## src/rtl/cnlv_pkg.sv

```systemverilog
// Shared constants and types of the Luhn card number validator.
package cnlv_pkg;

    localparam int MAX_DIGITS  = 31;
    localparam int CNT_W       = $clog2(MAX_DIGITS + 1);
    localparam int DIGIT_W     = 4;
    localparam int LEN_W       = 5;
    localparam int TOTAL_W     = 5;
    localparam int LEAD_W      = 10;
    localparam int SUM_W       = 9;
    localparam int IN_TDATA_W  = 8;
    localparam int OUT_TDATA_W = 40;
    localparam int PADDR_W     = 3;
    localparam int PDATA_W     = 32;

    localparam logic [LEN_W-1:0] MIN_LENGTH_RESET = 5'd13;
    localparam logic [LEN_W-1:0] MAX_LENGTH_RESET = 5'd16;

    // Register index, taken from paddr[2].
    localparam logic REG_MIN_LENGTH = 1'b0;
    localparam logic REG_MAX_LENGTH = 1'b1;

    // Totals collected at the end of one card number.
    typedef struct packed {
        logic [CNT_W-1:0]  count;
        logic              overflow;
        logic              prefix_ok;
        logic [LEAD_W-1:0] leading;
        logic [SUM_W-1:0]  plain_sum;
        logic [SUM_W-1:0]  doubled_sum;
    } snap_t;

endpackage

```

## src/rtl/cnlv_accum.sv

```systemverilog
// Digit input register, running Luhn accumulators and end-of-number snapshot register.
module cnlv_accum (
    input  logic                         clk,
    input  logic                         rst_n,
    input  logic                         in_valid,
    output logic                         in_ready,
    input  logic [cnlv_pkg::DIGIT_W-1:0] in_digit,
    input  logic                         in_last,
    output logic                         snap_valid,
    output cnlv_pkg::snap_t              snap,
    input  logic                         snap_ready
);
    import cnlv_pkg::*;

    localparam logic [DIGIT_W-1:0] DIGIT_MAX     = 4'd9;
    localparam logic [DIGIT_W-1:0] PREFIX_FOUR   = 4'd4;
    localparam logic [DIGIT_W-1:0] PREFIX_FIVE   = 4'd5;
    localparam logic [DIGIT_W-1:0] PREFIX_SIX    = 4'd6;
    localparam logic [DIGIT_W-1:0] PAIR_HIGH     = 4'd3;
    localparam logic [DIGIT_W-1:0] PAIR_LOW      = 4'd7;
    localparam logic [CNT_W-1:0]   LEAD_DIGITS   = CNT_W'(3);
    localparam logic [CNT_W-1:0]   COUNT_LIMIT   = CNT_W'(MAX_DIGITS);

    // Doubling with digit-sum folding: 2d above 9 becomes 2d - 9.
    function automatic logic [DIGIT_W-1:0] fold_double(input logic [DIGIT_W-1:0] d);
        logic [DIGIT_W:0] t;
        t = {d, 1'b0};
        return (t > 5'd9) ? DIGIT_W'(t - 5'd9) : DIGIT_W'(t);
    endfunction

    logic                 in_valid_reg;
    logic [DIGIT_W-1:0]   in_digit_reg;
    logic                 in_last_reg;
    logic                 advance;

    logic [CNT_W-1:0]     cnt_reg,  cnt_next;
    logic                 ovf_reg,  ovf_next;
    logic [LEAD_W-1:0]    lead_reg, lead_next;
    logic [DIGIT_W-1:0]   first_reg, first_next;
    logic                 pair37_reg, pair37_next;
    logic [SUM_W-1:0]     plain_even_reg, plain_even_next;
    logic [SUM_W-1:0]     plain_odd_reg,  plain_odd_next;
    logic [SUM_W-1:0]     dbl_even_reg,   dbl_even_next;
    logic [SUM_W-1:0]     dbl_odd_reg,    dbl_odd_next;
    logic [DIGIT_W-1:0]   folded;

    logic                 snap_valid_reg;
    snap_t                snap_reg, snap_next;

    // A final digit may only leave the input register when the snapshot can take it.
    assign advance  = in_valid_reg && (!in_last_reg || !snap_valid_reg || snap_ready);
    assign in_ready = !in_valid_reg || advance;

    always_ff @(posedge clk or negedge rst_n)
    begin
        if (!rst_n)
        begin
            in_valid_reg <= 1'b0;
        end
        else if (in_ready)
        begin
            in_valid_reg <= in_valid;
        end
    end

    // Digits above nine are taken as nine.
    always_ff @(posedge clk)
    begin
        if (in_valid && in_ready)
        begin
            in_digit_reg <= (in_digit > DIGIT_MAX) ? DIGIT_MAX : in_digit;
            in_last_reg  <= in_last;
        end
    end

    assign folded = fold_double(in_digit_reg);

    always_comb
    begin
        cnt_next        = cnt_reg;
        ovf_next        = ovf_reg;
        lead_next       = lead_reg;
        first_next      = first_reg;
        pair37_next     = pair37_reg;
        plain_even_next = plain_even_reg;
        plain_odd_next  = plain_odd_reg;
        dbl_even_next   = dbl_even_reg;
        dbl_odd_next    = dbl_odd_reg;
        if (cnt_reg < COUNT_LIMIT)
        begin
            if (!cnt_reg[0])
            begin
                plain_even_next = plain_even_reg + SUM_W'(in_digit_reg);
                dbl_even_next   = dbl_even_reg + SUM_W'(folded);
            end
            else
            begin
                plain_odd_next = plain_odd_reg + SUM_W'(in_digit_reg);
                dbl_odd_next   = dbl_odd_reg + SUM_W'(folded);
            end
            if (cnt_reg < LEAD_DIGITS)
            begin
                lead_next = LEAD_W'({lead_reg, 3'b000}) + LEAD_W'({lead_reg, 1'b0})
                          + LEAD_W'(in_digit_reg);
            end
            if (cnt_reg == '0)
            begin
                first_next = in_digit_reg;
            end
            if (cnt_reg == CNT_W'(1))
            begin
                pair37_next = (first_reg == PAIR_HIGH) && (in_digit_reg == PAIR_LOW);
            end
            cnt_next = cnt_reg + CNT_W'(1);
        end
        else
        begin
            ovf_next = 1'b1;
        end
    end

    // The rightmost digit decides which parity holds the plain and the doubled places.
    always_comb
    begin
        snap_next.count     = cnt_next;
        snap_next.overflow  = ovf_next;
        snap_next.leading   = lead_next;
        snap_next.prefix_ok = (first_next == PREFIX_FOUR) || (first_next == PREFIX_FIVE)
                            || (first_next == PREFIX_SIX) || pair37_next;
        if (cnt_next[0])
        begin
            snap_next.plain_sum   = plain_even_next;
            snap_next.doubled_sum = dbl_odd_next;
        end
        else
        begin
            snap_next.plain_sum   = plain_odd_next;
            snap_next.doubled_sum = dbl_even_next;
        end
    end

    always_ff @(posedge clk or negedge rst_n)
    begin
        if (!rst_n)
        begin
            cnt_reg        <= '0;
            ovf_reg        <= 1'b0;
            lead_reg       <= '0;
            first_reg      <= '0;
            pair37_reg     <= 1'b0;
            plain_even_reg <= '0;
            plain_odd_reg  <= '0;
            dbl_even_reg   <= '0;
            dbl_odd_reg    <= '0;
        end
        else if (advance)
        begin
            if (in_last_reg)
            begin
                cnt_reg        <= '0;
                ovf_reg        <= 1'b0;
                lead_reg       <= '0;
                first_reg      <= '0;
                pair37_reg     <= 1'b0;
                plain_even_reg <= '0;
                plain_odd_reg  <= '0;
                dbl_even_reg   <= '0;
                dbl_odd_reg    <= '0;
            end
            else
            begin
                cnt_reg        <= cnt_next;
                ovf_reg        <= ovf_next;
                lead_reg       <= lead_next;
                first_reg      <= first_next;
                pair37_reg     <= pair37_next;
                plain_even_reg <= plain_even_next;
                plain_odd_reg  <= plain_odd_next;
                dbl_even_reg   <= dbl_even_next;
                dbl_odd_reg    <= dbl_odd_next;
            end
        end
    end

    always_ff @(posedge clk or negedge rst_n)
    begin
        if (!rst_n)
        begin
            snap_valid_reg <= 1'b0;
        end
        else if (advance && in_last_reg)
        begin
            snap_valid_reg <= 1'b1;
        end
        else if (snap_ready)
        begin
            snap_valid_reg <= 1'b0;
        end
    end

    always_ff @(posedge clk)
    begin
        if (advance && in_last_reg)
        begin
            snap_reg <= snap_next;
        end
    end

    assign snap_valid = snap_valid_reg;
    assign snap       = snap_reg;

endmodule

```

## src/rtl/card_number_luhn_validator.sv

```systemverilog
// Top level of the streaming Luhn card number validator with its configuration registers.
//
// Digits of a card number arrive on the s_axis channel, one transaction per decimal
// digit, most significant digit first; s_axis_tlast marks the final digit. Each
// transaction is registered, folded into running plain and doubled sums for both
// position parities, and counted. On the final digit a snapshot of the totals is
// taken and the verdict is computed into the output register, which drives the
// m_axis channel with one result transaction per card number.
// The final digit moves through the input, snapshot and output registers in turn.
// Throughput: one digit per cycle while s_axis_tready stays high, set by the single
// accumulator update per cycle; numbers may follow each other with no gap.
// When m_axis_tready is low the result holds; digits keep being accepted until the
// next final digit finds both the snapshot and output registers full, and only then
// s_axis_tready drops.
// Reset clears the running sums and counts and sets min_length to 13 and max_length to 16.
// The APB port writes min_length at address 0 and max_length at address 4; the user
// must write them only while no number is in progress, which the block does not enforce.
module card_number_luhn_validator (
    input  logic                             clk,
    input  logic                             rst_n,
    input  logic                             s_axis_tvalid,
    output logic                             s_axis_tready,
    input  logic [cnlv_pkg::IN_TDATA_W-1:0]  s_axis_tdata,   // [3:0] digit
    input  logic                             s_axis_tlast,
    output logic                             m_axis_tvalid,
    input  logic                             m_axis_tready,
    // [0] card_valid, [1] length_ok, [2] prefix_ok, [3] checksum_ok, [8:4] digit_total,
    // [18:9] leading_three, [27:19] doubled_place_sum, [36:28] plain_place_sum
    output logic [cnlv_pkg::OUT_TDATA_W-1:0] m_axis_tdata,
    input  logic                             psel,
    input  logic                             penable,
    input  logic                             pwrite,
    input  logic [cnlv_pkg::PADDR_W-1:0]     paddr,
    input  logic [cnlv_pkg::PDATA_W-1:0]     pwdata,
    output logic [cnlv_pkg::PDATA_W-1:0]     prdata,
    output logic                             pready
);
    import cnlv_pkg::*;

    // x / 10 equals (x * 205) >> 11 for every x below 1029.
    localparam int RECIP_W     = 8;
    localparam int RECIP_SHIFT = 11;
    localparam logic [RECIP_W-1:0] RECIP_TEN = 8'd205;
    localparam int TOTAL_SUM_W = SUM_W + 1;
    localparam int PROD_W      = TOTAL_SUM_W + RECIP_W;
    localparam int QUOT_W      = PROD_W - RECIP_SHIFT;

    logic [LEN_W-1:0]       min_length_reg;
    logic [LEN_W-1:0]       max_length_reg;
    logic                   cfg_write;
    logic                   reg_index;

    logic                   snap_valid;
    logic                   snap_ready;
    snap_t                  snap;

    logic                   length_ok;
    logic                   checksum_ok;
    logic [TOTAL_SUM_W-1:0] place_total;
    logic [PROD_W-1:0]      recip_prod;
    logic [QUOT_W-1:0]      tens;
    logic [TOTAL_SUM_W-1:0] tens_times_ten;
    logic [OUT_TDATA_W-1:0] result_next;

    logic                   m_valid_reg;
    logic [OUT_TDATA_W-1:0] m_data_reg;

    // Configuration registers
    assign pready    = 1'b1;
    assign reg_index = paddr[PADDR_W-1];
    assign cfg_write = psel && penable && pwrite && pready;

    always_ff @(posedge clk or negedge rst_n)
    begin
        if (!rst_n)
        begin
            min_length_reg <= MIN_LENGTH_RESET;
            max_length_reg <= MAX_LENGTH_RESET;
        end
        else if (cfg_write)
        begin
            unique case (reg_index)
                REG_MIN_LENGTH: min_length_reg <= pwdata[LEN_W-1:0];
                REG_MAX_LENGTH: max_length_reg <= pwdata[LEN_W-1:0];
                default:        ;
            endcase
        end
    end

    always_comb
    begin
        unique case (reg_index)
            REG_MIN_LENGTH: prdata = PDATA_W'(min_length_reg);
            REG_MAX_LENGTH: prdata = PDATA_W'(max_length_reg);
            default:        prdata = '0;
        endcase
    end

    cnlv_accum u_accum (
        .clk        (clk),
        .rst_n      (rst_n),
        .in_valid   (s_axis_tvalid),
        .in_ready   (s_axis_tready),
        .in_digit   (s_axis_tdata[DIGIT_W-1:0]),
        .in_last    (s_axis_tlast),
        .snap_valid (snap_valid),
        .snap       (snap),
        .snap_ready (snap_ready)
    );

    // Verdict on the snapshot
    assign length_ok = !snap.overflow
                     && (snap.count >= CNT_W'(min_length_reg))
                     && (snap.count <= CNT_W'(max_length_reg));

    assign place_total    = TOTAL_SUM_W'(snap.plain_sum) + TOTAL_SUM_W'(snap.doubled_sum);
    assign recip_prod     = PROD_W'(place_total) * PROD_W'(RECIP_TEN);
    assign tens           = recip_prod[PROD_W-1:RECIP_SHIFT];
    assign tens_times_ten = TOTAL_SUM_W'({tens, 3'b000}) + TOTAL_SUM_W'({tens, 1'b0});
    assign checksum_ok    = (place_total == tens_times_ten);

    assign result_next = {
        {(OUT_TDATA_W - 4 - TOTAL_W - LEAD_W - 2 * SUM_W){1'b0}},
        snap.plain_sum,
        snap.doubled_sum,
        snap.leading,
        snap.count[TOTAL_W-1:0],
        checksum_ok,
        snap.prefix_ok,
        length_ok,
        length_ok && snap.prefix_ok && checksum_ok
    };

    // Output register
    assign snap_ready = !m_valid_reg || m_axis_tready;

    always_ff @(posedge clk or negedge rst_n)
    begin
        if (!rst_n)
        begin
            m_valid_reg <= 1'b0;
        end
        else if (snap_ready)
        begin
            m_valid_reg <= snap_valid;
        end
    end

    always_ff @(posedge clk)
    begin
        if (snap_ready && snap_valid)
        begin
            m_data_reg <= result_next;
        end
    end

    assign m_axis_tvalid = m_valid_reg;
    assign m_axis_tdata  = m_data_reg;

    // A snapshot that cannot drain must not be overwritten by the next number.
    a_snap_hold: assert property (@(posedge clk) disable iff (!rst_n)
        snap_valid && !snap_ready |=> snap_valid && $stable(snap))
        else $error("snapshot changed while stalled");

    // The digit count saturates, and an overflow only happens at the limit.
    a_count_limit: assert property (@(posedge clk) disable iff (!rst_n)
        snap_valid |-> (snap.count <= CNT_W'(MAX_DIGITS))
                    && (!snap.overflow || (snap.count == CNT_W'(MAX_DIGITS))))
        else $error("digit count beyond limit");

    // A passing length lies within the configured range.
    a_length_range: assert property (@(posedge clk) disable iff (!rst_n)
        m_axis_tvalid && m_axis_tdata[1] |->
            (m_axis_tdata[8:4] >= min_length_reg) && (m_axis_tdata[8:4] <= max_length_reg))
        else $error("length flag outside configured range");

endmodule
```

## config.mk

```make
export PLATFORM = sky130hd
export DESIGN_NAME = card_number_luhn_validator
export DESIGN_NICKNAME = d
export VERILOG_FILES = /design/src/rtl/cnlv_pkg.sv /design/src/rtl/cnlv_accum.sv /design/src/rtl/card_number_luhn_validator.sv
export SDC_FILE = /design/constraint.sdc
export NUM_CORES = 1
export LEC_CHECK = 0
export BUFFER_PORTS_ARGS = -buffer_cell sky130_fd_sc_hd__buf_2
export CAP_MARGIN = 20
export CORE_ASPECT_RATIO = 0.6
export CORE_MARGIN = 5
export CORE_UTILIZATION = 45
export DETAILED_ROUTE_END_ITERATION = 8
export GPL_ROUTABILITY_DRIVEN = 0
export GPL_TIMING_DRIVEN = 0
export PLACE_DENSITY = 0.63
export SETUP_SLACK_MARGIN = 0.02
export SLEW_MARGIN = 10
export SYNTH_ARGS = -nofsm -noshare
export SYNTH_HDL_FRONTEND = slang
export SYNTH_HIERARCHICAL = 1
export SYNTH_SLANG_ARGS = --single-unit
```

## constraint.sdc

```tcl
create_clock -name clk -period 19.85 [get_ports clk]
set_input_delay 4.9625 -clock clk [delete_from_list [all_inputs] [get_ports clk]]
set_output_delay 4.9625 -clock clk [all_outputs]
set_load 0.01 [all_outputs]
```

==> impl_metrics.env <==
export IMPL_ctsResizeCount=0
export IMPL_grt_max_degree=37
export IMPL_critPathMostFrequentCell="buf_2"
export IMPL_synth_seq_area_share=0.399
export IMPL_worstSetupStartpointType="input pin"
export IMPL_cts_tree="built"
export IMPL_arrival_ns=5.87
export IMPL_async_reset_ff_frac=0.476
export IMPL_crit_reg2reg_launch="u_accum/snap[0]$_DFFE_PP_"
export IMPL_ant_nets=0
export IMPL_nFillCells=2012
export IMPL_grt_first_pass_wirelength_um=40100
export IMPL_critPathSlowestCell="mux2_2"
export IMPL_slew_violations=0
export IMPL_cts_buffers=17
export IMPL_period_share=0.546
export IMPL_cts_buffer_depth=2
export IMPL_synth_common_cells="112 x nand2_1, 108 x ha_1, 87 x inv_1, 77 x edfxtp_1"
export IMPL_synth_top_area_frac=0.227
export IMPL_synth_top_cell_by_area="edfxtp_1"
export IMPL_yosys_cell_count_top_type="nand2_1"
export IMPL_drtIter0Drc=584
export IMPL_clock_skew_ns=0.0104
export IMPL_firstDrtPassIters=5
export IMPL_ys_ff_latch=147
export IMPL_final_layout_size_suffix_gt1_frac=0.167
export IMPL_grt_usage=0.198
export IMPL_critical_path_required_ns=14.89
export IMPL_avgSynthCellArea_sq_um=10.2
export IMPL_hold_path_class="reg -> reg"
export IMPL_via_count=7642
export IMPL_hold_start="u_accum/snap[22]$_DFFE_PP_"
export IMPL_die_width_um=204
export IMPL_hold_slack_ns=0.420
export IMPL_htreeDepth=4
export IMPL_cp_slowest_stage_delay_ns=0.38
export IMPL_io_buffer_count=61
export IMPL_root_buffer="clkbuf_16"
export IMPL_reg2reg_slack_ns=11.65
export IMPL_hold_end="m_axis_tdata[13]$_DFFE_PP_"
export IMPL_dieArea_sq_um=25900
export IMPL_utilization=0.528
export IMPL_io_pins=126
export IMPL_cts_hold_buf=0
export IMPL_routed_via_density=5.35
export IMPL_max_cap_violations=0
export IMPL_crit_chain="buf_2 -> clkbuf_1 -> mux2_2 -> buf_2"
export IMPL_reg2regPathDepth=32
export IMPL_relSlewSlack=0.479
export IMPL_n_antenna_cell=0
export IMPL_endpoint_kind="output pin"
export IMPL_r2r_end="m_axis_tdata[0]$_DFFE_PP_"
export IMPL_clk_pin_slew_ns=0.06
export IMPL_ys_top_cells_by_area="edfxtp_1 23%, dfrtp_1 16%, ha_1 13%"
export IMPL_die_height_um=127
export IMPL_outcome="finished, final reports clean"
export IMPL_largest_reg_flops=37
export IMPL_rsz0062_at_grt="no"
export IMPL_path_max_fanout=10
export IMPL_min_period_ns=10.84
export IMPL_postCtsSetupRepairBufs=0
export IMPL_grt_pass1_vias=7283
export IMPL_path_class="in -> out"
export IMPL_ys_types=83
export IMPL_yosys_warnings=6
export IMPL_hpwl_um=19600
export IMPL_setup_worst_path_start="paddr[2]"
export IMPL_setup_tns_ns=0
export IMPL_fmax_mhz=92.3
export IMPL_syn_area_sq_um=10200
export IMPL_fin_nets=1290
export IMPL_synth_edff_count=77
export IMPL_synthToLayoutAreaGrowth_pct=14.6
export IMPL_fp_row_count=42
export IMPL_worstSkewPairLatency_ns=0.43
export IMPL_initial_core_util=0.460
export IMPL_drt_wl_total_um=25200
export IMPL_worst_pin_slew_ns=0.776
export IMPL_drc=0
export IMPL_synthCells=996
export IMPL_overflow=0
export IMPL_whs_path_depth=0
export IMPL_ys_flop_type="edfxtp_1"
export IMPL_report_final_setup_viol=0
export IMPL_hold_viol=0
export IMPL_antenna_found_initial=0
export IMPL_core_sq_um=22200
export IMPL_wl_per_cell_um=17.6
export IMPL_cts_sinks=147
area by class of cell:
cell class | instances | area [sq um] | share of cell area
plain buffers | 60 | 375 | 0.0321
repair buffers | 64 | 375 | 0.0321
flip-flops and latches | 147 | 4070 | 0.348
multi-input cells | 727 | 5540 | 0.473
inverters | 91 | 342 | 0.0292
clock inverters | 14 | 186 | 0.0159
clock buffers | 18 | 429 | 0.0367
well taps | 308 | 385 | 0.0329
through the flow:
stage / std cells / worst slack (ns) / area (sq um)
floorplan: 1025 / 9.30 / 10300
global placement: 1394 / 9.01 / 11000
detailed placement: 1397 / 9.03 / 11100
CTS: 1429 / 9.03 / 11700
global route: 1429 / 8.94 / 11700
finish: 1429 / 9.01 / 11700
how the worst max path moves through the flow:
stage	to	slack [ns]	cells past startpoint
floorplan	prdata[0]	9.30	2
global placement	prdata[0]	9.01	4
detailed placement	prdata[0]	9.03	4
CTS	prdata[0]	9.03	4
global route	prdata[0]	8.94	4
finish	prdata[0]	9.01	4
cell families after synthesis:
kind of cell | Yosys count | share of synthesized area
AO/OA/AOI/OAI | 246 | 0.163
XOR/XNOR | 57 | 0.0504
AND/OR/NAND/NOR | 238 | 0.113
flip-flops | 147 | 0.399
multiplexers | 23 | 0.0253
adder cells (fa/ha/maj) | 132 | 0.179
other | 2 | 0.000736
buffers and inverters | 151 | 0.0703
per-layer routing:
metal	global-route usage	routed length, um
met5	0	0
met4	0.0421	227
met3	0.0599	2020
met2	0.258	9800
met1	0.319	13100
critical path, delay by kind of cell:
family                 cells  cell delay, ns
multiplexers               1            0.38
buffers and inverters      3            0.53
placed cells by master, fill, tap and decap left out, drive strengths merged, types with 9 or more instances in the layout:
cell type	synthesis	final
a211oi	12	12
a21o	13	13
a21oi	50	50
a22o	20	20
and2	9	9
buf	47	111
clkbuf	13	31
clkinv	1	9
conb	2	31
dfrtp	66	66
edfxtp	77	77
fa	23	23
ha	108	108
inv	90	91
mux2	12	12
mux2i	11	11
nand2	113	113
nand2b	13	13
nand3	15	15
nand4	11	11
nor2	34	34
nor2b	10	10
o21ai	78	78
o31ai	11	11
xnor2	43	43
xor2	14	14
Power is left out: the tool's default activity adds up to more than one toggle a clock period on the data nets, which glitch-free logic cannot reach.
